File: config.mk
export PLATFORM = sky130hd
export DESIGN_NAME = attenuator_level_correction
export DESIGN_NICKNAME = d
export VERILOG_FILES = /design/src/rtl/alc_pkg.sv /design/src/rtl/alc_table.sv /design/src/rtl/alc_det_map.sv /design/src/rtl/attenuator_level_correction.sv
export SDC_FILE = /design/constraint.sdc
export NUM_CORES = 2
export LEC_CHECK = 0
export BUFFER_PORTS_ARGS = -buffer_cell sky130_fd_sc_hd__buf_2
export CORE_ASPECT_RATIO = 0.5
export CORE_MARGIN = 5
export CORE_UTILIZATION = 60
export CTS_CLUSTER_DIAMETER = 40
export DETAILED_ROUTE_END_ITERATION = 10
export PLACE_DENSITY = 0.77
export RECOVER_POWER = 50
export SYNTH_ARGS = -nofsm -noshare
export SYNTH_HDL_FRONTEND = slang
export SYNTH_SLANG_ARGS = --single-unit
File: constraint.sdc
create_clock -name clk -period 7.92 [get_ports clk]
set_input_delay 1.188 -clock clk [delete_from_list [all_inputs] [get_ports clk]]
set_output_delay 1.188 -clock clk [all_outputs]
set_load 0.01 [all_outputs]
File: src/rtl/alc_pkg.sv
`default_nettype none
// ----------------------------------------------------------------------------
// alc_pkg
// Shared types and constants for the attenuator level correction block.
// ----------------------------------------------------------------------------
package alc_pkg;

    localparam int CFG_IDX_W  = 3;
    localparam int CFG_DATA_W = 32;

    localparam logic [CFG_IDX_W-1:0] REG_GAIN_A       = 3'd0;
    localparam logic [CFG_IDX_W-1:0] REG_OFFSET_B     = 3'd1;
    localparam logic [CFG_IDX_W-1:0] REG_ADC_MIN      = 3'd2;
    localparam logic [CFG_IDX_W-1:0] REG_START_LEVEL  = 3'd3;
    localparam logic [CFG_IDX_W-1:0] REG_DET_CORR_OFF = 3'd4;
    localparam logic [CFG_IDX_W-1:0] REG_TEM_CORR_OFF = 3'd5;
    localparam logic [CFG_IDX_W-1:0] REG_POINT_COUNT  = 3'd6;

    localparam logic OP_MEASURE = 1'b0;
    localparam logic OP_WRITE   = 1'b1;

    localparam logic [6:0]  LEVEL_MAX  = 7'd127;
    localparam logic [49:0] ROUND_HALF = 50'h8000;

    typedef struct packed {
        logic       en;
        logic [2:0] index;
        logic [7:0] temp;
        logic [7:0] corr;
    } tbl_wr_t;

endpackage
`default_nettype wire

File: src/rtl/alc_table.sv
`default_nettype none
// ----------------------------------------------------------------------------
// alc_table
// Temperature table memory: one write port, one registered read port.
// ----------------------------------------------------------------------------
module alc_table #(
    parameter int TABLE_POINTS = 8,
    parameter int AW           = 3
) (
    input  wire logic           clk,
    input  wire alc_pkg::tbl_wr_t wr,
    input  wire logic [AW-1:0]  rd_addr,
    output logic signed [7:0]   rd_temp,
    output logic signed [7:0]   rd_corr
);

    logic [7:0] temps_mem [TABLE_POINTS];
    logic [7:0] corrs_mem [TABLE_POINTS];
    logic [7:0] rd_temp_reg;
    logic [7:0] rd_corr_reg;

    always_ff @(posedge clk)
    begin
        if (wr.en && (32'(wr.index) < TABLE_POINTS))
        begin
            temps_mem[AW'(wr.index)] <= wr.temp;
            corrs_mem[AW'(wr.index)] <= wr.corr;
        end
    end

    always_ff @(posedge clk)
    begin
        rd_temp_reg <= temps_mem[rd_addr];
        rd_corr_reg <= corrs_mem[rd_addr];
    end

    assign rd_temp = $signed(rd_temp_reg);
    assign rd_corr = $signed(rd_corr_reg);

endmodule
`default_nettype wire

File: src/rtl/alc_det_map.sv
`default_nettype none
// ----------------------------------------------------------------------------
// alc_det_map
// Detector map: sample * gain + offset in Q16.16, round half up, saturate.
// Two register stages: product, then sum and clamp.
// ----------------------------------------------------------------------------
module alc_det_map (
    input  wire logic               clk,
    input  wire logic [15:0]        sample,
    input  wire logic signed [31:0] gain,
    input  wire logic signed [31:0] offset,
    output logic [6:0]              level
);

    logic signed [48:0] prod_reg;
    logic signed [49:0] acc;
    logic [6:0]         level_reg;
    logic [6:0]         level_next;

    always_ff @(posedge clk)
    begin
        prod_reg <= $signed({1'b0, sample}) * gain;
    end

    assign acc = 50'(prod_reg) + 50'(offset) + $signed(alc_pkg::ROUND_HALF);

    always_comb
    begin
        priority if (acc[49])
            level_next = 7'd0;
        else if (|acc[48:23])
            level_next = alc_pkg::LEVEL_MAX;
        else
            level_next = acc[22:16];
    end

    always_ff @(posedge clk)
    begin
        level_reg <= level_next;
    end

    assign level = level_reg;

endmodule
`default_nettype wire

File: src/rtl/attenuator_level_correction.sv
`default_nettype none
// ----------------------------------------------------------------------------
// attenuator_level_correction
// Detector level plus table-based temperature correction, clamped to 0..127.
// ----------------------------------------------------------------------------
// A measurement item (op 0) is accepted only while the block is idle and
// passes through a load step, a table search and a sum step. The search
// ends at once when temperature correction is off or no points are set;
// otherwise it walks the table points. The search visits one point per cycle
// through the registered read port of the table memory, and the detector
// multiply and clamp run alongside it. A result still waiting in the output
// register holds the block in its last step. A table write item (op 1) is
// written on acceptance, leaves the block idle and gives no result. The
// finished result sits in an output register, so the next item can be
// accepted while it waits to be taken.
// ----------------------------------------------------------------------------
module attenuator_level_correction #(
    parameter int TABLE_POINTS = 8
) (
    input  wire logic                               clk,
    input  wire logic                               rst_n,
    input  wire logic                               cfg_we,
    input  wire logic [alc_pkg::CFG_IDX_W-1:0]      cfg_index,
    input  wire logic [alc_pkg::CFG_DATA_W-1:0]     cfg_data,
    input  wire logic                               in_valid,
    output logic                                    in_stall,
    input  wire logic                               op,
    input  wire logic [15:0]                        adc_sample,
    input  wire logic signed [7:0]                  temperature,
    input  wire logic [2:0]                         entry_index,
    input  wire logic signed [7:0]                  entry_temp,
    input  wire logic signed [7:0]                  entry_corr,
    output logic                                    out_valid,
    input  wire logic                               out_stall,
    output logic [6:0]                              att_level,
    output logic [6:0]                              det_level,
    output logic signed [7:0]                       temp_corr,
    output logic                                    held
);

    localparam int AW = (TABLE_POINTS > 1) ? $clog2(TABLE_POINTS) : 1;
    localparam int CW = $clog2(TABLE_POINTS + 1);

    localparam logic [1:0] ST_IDLE   = 2'd0;
    localparam logic [1:0] ST_LOAD   = 2'd1;
    localparam logic [1:0] ST_SEARCH = 2'd2;
    localparam logic [1:0] ST_SUM    = 2'd3;

    logic signed [31:0] gain_a_reg;
    logic signed [31:0] offset_b_reg;
    logic [15:0]        adc_min_reg;
    logic [6:0]         start_level_reg;
    logic               det_off_reg;
    logic               tem_off_reg;
    logic [3:0]         point_count_reg;

    logic [1:0]         state_reg;
    logic [1:0]         state_next;
    logic [AW-1:0]      idx_reg;
    logic [AW-1:0]      idx_next;
    logic [AW-1:0]      last_reg;
    logic               skip_reg;
    logic [15:0]        sample_reg;
    logic signed [7:0]  temp_reg;
    logic signed [7:0]  corr_reg;
    logic signed [7:0]  corr_next;
    logic [6:0]         prev_det_reg;

    logic               out_valid_reg;
    logic [6:0]         att_level_reg;
    logic [6:0]         det_level_reg;
    logic signed [7:0]  temp_corr_reg;
    logic               held_reg;

    logic               in_accept;
    logic               out_free;
    logic [CW-1:0]      n_eff;
    logic [AW-1:0]      rd_addr;
    logic signed [7:0]  rd_temp;
    logic signed [7:0]  rd_corr;
    logic [6:0]         map_level;
    alc_pkg::tbl_wr_t   tbl_wr;

    logic               hold_now;
    logic [6:0]         det_now;
    logic signed [8:0]  sum_now;
    logic [6:0]         att_now;

    assign in_stall  = (state_reg != ST_IDLE);
    assign in_accept = in_valid && !in_stall;
    assign out_free  = !out_valid_reg || !out_stall;

    // configuration registers
    always_ff @(posedge clk or negedge rst_n)
    begin
        if (!rst_n)
        begin
            gain_a_reg      <= '0;
            offset_b_reg    <= '0;
            adc_min_reg     <= '0;
            start_level_reg <= '0;
            det_off_reg     <= 1'b0;
            tem_off_reg     <= 1'b0;
            point_count_reg <= '0;
        end
        else if (cfg_we)
        begin
            unique case (cfg_index)
                alc_pkg::REG_GAIN_A:       gain_a_reg      <= $signed(cfg_data);
                alc_pkg::REG_OFFSET_B:     offset_b_reg    <= $signed(cfg_data);
                alc_pkg::REG_ADC_MIN:      adc_min_reg     <= cfg_data[15:0];
                alc_pkg::REG_START_LEVEL:  start_level_reg <= cfg_data[6:0];
                alc_pkg::REG_DET_CORR_OFF: det_off_reg     <= cfg_data[0];
                alc_pkg::REG_TEM_CORR_OFF: tem_off_reg     <= cfg_data[0];
                alc_pkg::REG_POINT_COUNT:  point_count_reg <= cfg_data[3:0];
                default: ;
            endcase
        end
    end

    assign n_eff = (32'(point_count_reg) > TABLE_POINTS) ? CW'(TABLE_POINTS)
                                                         : CW'(point_count_reg);

    assign tbl_wr.en    = in_accept && (op == alc_pkg::OP_WRITE);
    assign tbl_wr.index = entry_index;
    assign tbl_wr.temp  = entry_temp;
    assign tbl_wr.corr  = entry_corr;

    always_comb
    begin
        unique case (state_reg)
            ST_LOAD:   rd_addr = '0;
            ST_SEARCH: rd_addr = (idx_reg == last_reg) ? idx_reg : idx_reg + 1'b1;
            default:   rd_addr = idx_reg;
        endcase
    end

    alc_table #(
        .TABLE_POINTS (TABLE_POINTS),
        .AW           (AW)
    ) u_table (
        .clk     (clk),
        .wr      (tbl_wr),
        .rd_addr (rd_addr),
        .rd_temp (rd_temp),
        .rd_corr (rd_corr)
    );

    alc_det_map u_det_map (
        .clk    (clk),
        .sample (sample_reg),
        .gain   (gain_a_reg),
        .offset (offset_b_reg),
        .level  (map_level)
    );

    assign hold_now = !det_off_reg && (sample_reg < adc_min_reg);

    always_comb
    begin
        priority if (det_off_reg)
            det_now = start_level_reg;
        else if (hold_now)
            det_now = prev_det_reg;
        else
            det_now = map_level;
    end

    assign sum_now = $signed({2'b00, det_now}) + 9'(corr_reg);

    always_comb
    begin
        priority if (sum_now[8])
            att_now = 7'd0;
        else if (sum_now[7])
            att_now = alc_pkg::LEVEL_MAX;
        else
            att_now = sum_now[6:0];
    end

    // sequencer
    always_comb
    begin
        state_next = state_reg;
        idx_next   = idx_reg;
        corr_next  = corr_reg;
        unique case (state_reg)
            ST_IDLE:
            begin
                if (in_accept && (op == alc_pkg::OP_MEASURE))
                    state_next = ST_LOAD;
            end
            ST_LOAD:
            begin
                idx_next   = '0;
                state_next = ST_SEARCH;
            end
            ST_SEARCH:
            begin
                priority if (skip_reg)
                begin
                    corr_next  = '0;
                    state_next = ST_SUM;
                end
                else if ((temp_reg <= rd_temp) || (idx_reg == last_reg))
                begin
                    corr_next  = rd_corr;
                    state_next = ST_SUM;
                end
                else
                    idx_next = idx_reg + 1'b1;
            end
            ST_SUM:
            begin
                if (out_free)
                    state_next = ST_IDLE;
            end
            default: state_next = ST_IDLE;
        endcase
    end

    always_ff @(posedge clk or negedge rst_n)
    begin
        if (!rst_n)
        begin
            state_reg    <= ST_IDLE;
            prev_det_reg <= '0;
        end
        else
        begin
            state_reg <= state_next;
            if ((state_reg == ST_SUM) && out_free && !hold_now)
                prev_det_reg <= det_now;
        end
    end

    always_ff @(posedge clk)
    begin
        idx_reg  <= idx_next;
        corr_reg <= corr_next;
        if (in_accept)
        begin
            sample_reg <= adc_sample;
            temp_reg   <= temperature;
            last_reg   <= AW'(n_eff - CW'(1));
            skip_reg   <= tem_off_reg || (point_count_reg == 4'd0);
        end
    end

    // output register
    always_ff @(posedge clk or negedge rst_n)
    begin
        if (!rst_n)
            out_valid_reg <= 1'b0;
        else if ((state_reg == ST_SUM) && out_free)
            out_valid_reg <= 1'b1;
        else if (!out_stall)
            out_valid_reg <= 1'b0;
    end

    always_ff @(posedge clk)
    begin
        if ((state_reg == ST_SUM) && out_free)
        begin
            att_level_reg <= att_now;
            det_level_reg <= det_now;
            temp_corr_reg <= corr_reg;
            held_reg      <= hold_now;
        end
    end

    assign out_valid = out_valid_reg;
    assign att_level = att_level_reg;
    assign det_level = det_level_reg;
    assign temp_corr = temp_corr_reg;
    assign held      = held_reg;

`ifndef SYNTHESIS
    a_sum_delivers: assert property (@(posedge clk) disable iff (!rst_n)
        (state_reg == ST_SUM) && out_free |=> (state_reg == ST_IDLE) && out_valid_reg)
        else $error("finished item not moved to output register");

    a_write_no_busy: assert property (@(posedge clk) disable iff (!rst_n)
        in_accept && (op == alc_pkg::OP_WRITE) |=> (state_reg == ST_IDLE))
        else $error("table write item started a measurement");

    a_search_bound: assert property (@(posedge clk) disable iff (!rst_n)
        (state_reg == ST_SEARCH) && !skip_reg |-> (idx_reg <= last_reg))
        else $error("table search ran past the last point");

    a_held_prev: assert property (@(posedge clk) disable iff (!rst_n)
        (state_reg == ST_SUM) && out_free && hold_now |=> (det_level_reg == $past(prev_det_reg)))
        else $error("held item did not reuse previous level");
`endif

endmodule
`default_nettype wire

; Word level (Yosys, flattened, before mapping)
; Memory sizes are Yosys's and may differ from the RTL's. A register that Yosys moved wholly into a read port is not among the register bits.
; Cells that the tools add are included.
[classes]
reduce_logical = 31
order_cmp = 3
bitwise_logic = 1
n_mul = 1
eq_ne = 16
addsub = 5
shifts = 0
div = 0
n_mux = 20
[op_table]
columns = op, count
row1 = $add 49x32->50, 1
row2 = $add 50x17->50 const B, 1
row3 = $mul 17x32->49, 1
row4 = $mux 7, 4
row5 = $reduce_or 26->1, 1
row6 = $lt 16x16->1, 1
row7 = $reduce_and 2->1, 8
row8 = $mux 3, 4
row9 = $pmux 3 s2, 2
row10 = $add 8x8->9, 1
row11 = $eq 3x3->1 const B, 3
row12 = $le 8x8->1, 1
row13 = $mux 2, 4
row14 = $mux 8, 1
row15 = $ne 2x2->1 const B, 4
row16 = $pmux 2 s4, 1
row17 = $eq 3x2->1 const B, 2
row18 = $logic_and 1x1->1, 6
row19 = $reduce_and 3->1, 2
row20 = $reduce_bool 2->1, 3
row21 = $logic_not 1->1, 5
row22 = $eq 2x2->1 const B, 2
row23 = $gt 4x4->1 const B, 1
row24 = $logic_not 4->1, 1
row25 = 12 further kinds, 17
[totals]
output_inout_bits = 25
mem_count = 2
mem_bits_ro = 0
latchBits = 0
mem_bits_rw = 128
ff_bits = 221
elab_cells = 101
in_bits = 84
[mem_list]
columns = memory, depth, width, read_ports, rd_clocked_by_memory_dff, write_ports, line_no
row1 = u_table.corrs_mem, 8, 8, 1, 1, 1, alc_table.sv:18  ; logic [7:0] corrs_mem [TABLE_POINTS];
row2 = u_table.temps_mem, 8, 8, 1, 1, 1, alc_table.sv:17  ; logic [7:0] temps_mem [TABLE_POINTS];

; Depth between registers and ports, before layout
[logic_depth]
ltp_word = 6
ltp_mapped = 25
ltp_nobuf = 24

; Modules after synthesis
; Synthesis repeated with hierarchy kept, for this count alone.
[unflattened]
cells_unflattened = 3361
area_unflattened_um2 = 35275.1
[modules_own_cells]
columns = module, cells_per_inst, seq_area_each_um2, instances, area_each_um2
row1 = alc_det_map, 2608, 1121.1, 1, 22675.5
row2 = attenuator_level_correction, 539, 4439.3, 1, 7305.8
row3 = alc_table, 214, 4164.0, 1, 5293.8

; Least setup slack after synthesis
; OpenSTA, ideal clock, no wires.
[synth_path]
path_kind = register -> register
startpoint = register sample_reg[5]
endpoint = register u_det_map.prod_reg[42]
setup_ns = 0.124
path_stages_with_launch = 24
n_path_buf = 1
arrival_time_ns = 6.087
setup_slack_ns = 1.709
required_time_ns = 7.796
cell_sequence = edfxtp_1 -> clkbuf_1 -> and2_1 -> fa_1 -> inv_1 -> fa_1 -> inv_1 -> fa_1 -> fa_1 -> fa_1 -> inv_1 -> fa_1 -> inv_1 -> ha_1 -> a21o_1 -> a21o_1 -> a21o_1 -> a311oi_1 -> a311oi_1 -> o2111ai_1 -> nand2_1 -> or2_2 -> a31oi_1 -> xnor2_1
[synth_via]
elab_chain_cells = 1
[synth_rtl]
columns = element, line_no
row1 = start: declaration, attenuator_level_correction.sv:63  ; logic [15:0] sample_reg;
row2 = start signal: assignment, attenuator_level_correction.sv:243  ; sample_reg <= adc_sample;
row3 = $mul 17x32->49, alc_det_map.sv:22  ; prod_reg <= $signed({1'b0, sample}) * gain;
row4 = end signal: assignment, alc_det_map.sv:22
row5 = end: declaration, alc_det_map.sv:15  ; logic signed [48:0] prod_reg;
; Every way passes these cells.
; A chain may end at the register's enable or synchronous reset.

; Worst setup path in the final report
[layout_path]
startpoint = register sample_reg[7]
endpoint = register u_det_map.prod_reg[42]
; The elaborated chain is that of the path after synthesis.

==> summary.md <==
| Metric | Value |
|---|---|
| Outcome | complete, but fails checks |
| Failing checks | max-capacitance violations, max-slew violations |
| Most used cell, CP | fa_1 |
| Worst-case reg-to-reg path depth | 22 |
| Critical Path RT | between 8000 and 9000 ps |
| Final period util | 0.9174 |
| # Max-Cap Violations | 5 |
| Max-slew violations | between 200 and 250 |
| CTS tree | built |
| Rel. slew slack | -1.325 |
| Total congestion overflow | 0 |
| Max incr delay on CP | roughly 1100 ps |
| Register area share after synthesis | 0.2789 |
| XOR/XNOR Fraction of Synth Area | 0.01658 |
| Inserted Clock Buffers | 39 |
| Largest family of logic cells by synthesized area | adder cells |
| Final setup violation count | 0 |
| Critical Path Stages | 22 |
| Sink Count | roughly 370 |
| Slowest cell on the critical path | edfxtp_1 |
| CP Cell Sequence | and2_1, fa_1, inv_1, fa_1, inv_1, fa_1, fa_1, fa_1, inv_1, fa_1, inv_1, ha_1, a21o_1, a21o_1, a21o_1, a311oi_1, a311oi_1, o2111ai_1, nand2_1, or2_2, a31oi_1, xnor2_1 |
| Skew-Pair Late Insertion Delay | ~550 ps |
| Largest net degree at the start of global routing | 60 |
| Count leader, synth | inv_1 |
| Input/output buffers | ~110 |
| Initial DRC Count | ~2k |
| Vias in the first global route | between 20k and 30k |
| Clk slew on worst S/H paths | about 70 ps |
| Startpoint Class | register |
| Critical Path End | u_det_map.prod_reg[42] |
| Area delta synth->final | 7.235% |
| Kind of critical path | reg -> reg |
| Area leader, netlist | fa_1 |
| Layout cells sized above 1 | 0.09728 |
| Antenna Nets Post-Route | 0 |
| Post-synth EDFFs | 190 |
| FF-to-FF End | u_det_map.prod_reg[42] |
| Post-synthesis simple-gate area fraction | 0.1214 |
| Final wirelength | around 82,000 microns |
| Post-cts resize count | 0 |
| Die Ht | 180.5 microns |
| Distinct cells, synth | 81 |
| Routed len/inst | ~20 microns |
| H-tree depth | 2 |
| RSZ-0062 raised after global routing | no |
| Post-layout min period | between 7000 and 8000 ps |
| Synth Warn # | 0 |
| First drt pass iteration count | 6 |
| Final hold vios | 0 |
| Max Fanout on Critical Path | 33 |
| Post-DR vias/cell | around 5.7 |
| Buf/Inv on CP | 4 |
| Crit. End Element | register |
| Ports | 109 |
| Vias | 23.92k |
| Initial Utilization | 0.6074 |
| Synth Area in Compound Gates | 0.07568 |
| Gp weighted congestion | ~0.94 |
| Drc violations | 0 |
| Max frequency | around 140 MHz |
| Synth Flop Type | edfxtp_1 |
| GRT Resource Usage Total | 0.2646 |
| Net count reported at finish | roughly 4.2k |
| Share of the synthesized area in the top cell type | 0.2813 |
| Initial antenna violation count | 1 |
| Post-Syn Nets | ~4.1k |
| FP Rows | 62 |
| CP startpoint | sample_reg[7] |
| Worst Hold Class | reg -> reg |
| Clk buf depth | 3 |
| Worst-Margin Slew | roughly 3500 ps |
| Post-Syn Area | about 35,000 sq um |
| Top delay family on crit path | adder cells |
| Flop2flop setup slack | between 600 and 700 ps |
| Setup TNS | 0 ps |
| Clk root buf | clkbuf_16 |
| Core area | between 50,000 and 60,000 sq um |
| Seq cells post-synth | around 370 |
| Avg Inst Size Synth | 10.48 sq um |
| Die area | between 60,000 and 70,000 sq um |
| Post-synth top cells | inv_1 (622), fa_1 (490), nand2_1 (378) |
| Worst Skew | 18.07 ps |
| Gate Count Post-Synth | 3,326 |
| DP HPWL | 65,420 microns |
| Die Wd | around 350 microns |
| Post-CTS Setup Bufs | 0 |
| Ys async rst share | 0.2822 |
| Synth top area cells | fa_1 (28%), edfxtp_1 (16%), ha_1 (8.9%) |
| Worst flop-to-flop path startpoint | sample_reg[7] |
| CP arrival | a little under 8000 ps |
| Post-synthesis mux area share | 0.05584 |
| Count of hold-fix buffers inserted at cts | 0 |
| Synth Area in Adders | 0.3707 |
| First-pass GRT wire length | approximately 130,000 microns |
-- placed cells by master, fill, tap and decap left out, types with 9 or more instances in the layout --
cell / n
a211oi_1: 18
a21o_1: 52
a21oi_1: 93
a31oi_1: 20
a41oi_1: 9
and2_1: 226
and3_1: 13
buf_2: 80
buf_4: 27
clkbuf_1: 41
clkbuf_16: 41
dfrtp_1: 103
dfxtp_1: 72
edfxtp_1: 190
fa_1: 490
ha_1: 249
inv_1: 622
mux2_2: 100
mux2i_1: 10
mux4_2: 32
nand2_1: 378
nand2b_1: 19
nand3_1: 32
nand4_1: 21
nor2_1: 84
nor2b_1: 21
nor3_1: 24
o211ai_1: 9
o21a_1: 19
o21ai_0: 89
o21ai_1: 13
o21bai_1: 10
xnor2_1: 47
xor2_1: 19
-- final cells by class --
class / instances / area, sq um
sequential: 365 / 9724
tap: 768 / 960.9
multi-input combinational: 2214 / 22360
timing repair buffer: 141 / 730.7
antenna: 2 / 5.005
clock buffer: 50 / 1080
inverter: 622 / 2335
fill: 4469 / 20020
clock inverter: 21 / 188.9
-- cell families (layout without fill, tap and decap cells) --
family | after synthesis | after routing
compound gates | 404 | 404
flops | 365 | 365
simple gates | 863 | 863
xor+xnor | 66 | 66
buf+inv | 747 | 834
mux | 142 | 142
fa+ha+maj | 739 | 739
other cells | 0 | 2
-- through the flow --
| step | cell area, sq um | worst slack (ps) | utilization | std cells | hold slack, ps |
|---|---|---|---|---|---|
| 3_3_place_gp | 36190 | 949.4 | 0.6305 | 4110 | 450.8 |
| 6_report | 37390 | 653.8 | 0.6513 | 4183 | 467.0 |
| 5_1_grt | 37390 | 208.1 | 0.6513 | 4182 | 489.4 |
| 4_1_cts | 37460 | 717.0 | 0.6526 | 4181 | 471.9 |
| 2_1_floorplan | 34870 | 1709 | - | 3326 | 433.4 |
| 3_5_place_dp | 36190 | 777.9 | 0.6305 | 4110 | 469.0 |
-- routing by layer --
metal	up-vias	global-route usage	wire length [microns]
met1	12160	0.3655	34580
li1	10830	-	-
met4	0	0.07671	2553
met3	135	0.03897	4967
met2	799	0.4405	40130
met5	-	0	0
-- worst min-delay path by stage --
stage                    to        start  slack (ps)  depth (start not counted)
6_report       temp_corr[5]  corr_reg[5]         470                          0
5_1_grt        temp_corr[5]  corr_reg[5]         490                          0
4_1_cts        temp_corr[5]  corr_reg[5]         470                          0
2_1_floorplan  temp_corr[0]  corr_reg[0]         430                          0
3_5_place_dp   temp_corr[5]  corr_reg[5]         470                          0
3_3_place_gp   temp_corr[5]  corr_reg[5]         450                          0
Power is left out: the tool's default activity adds up to more than one toggle a clock period on the data nets, which glitch-free logic cannot reach.
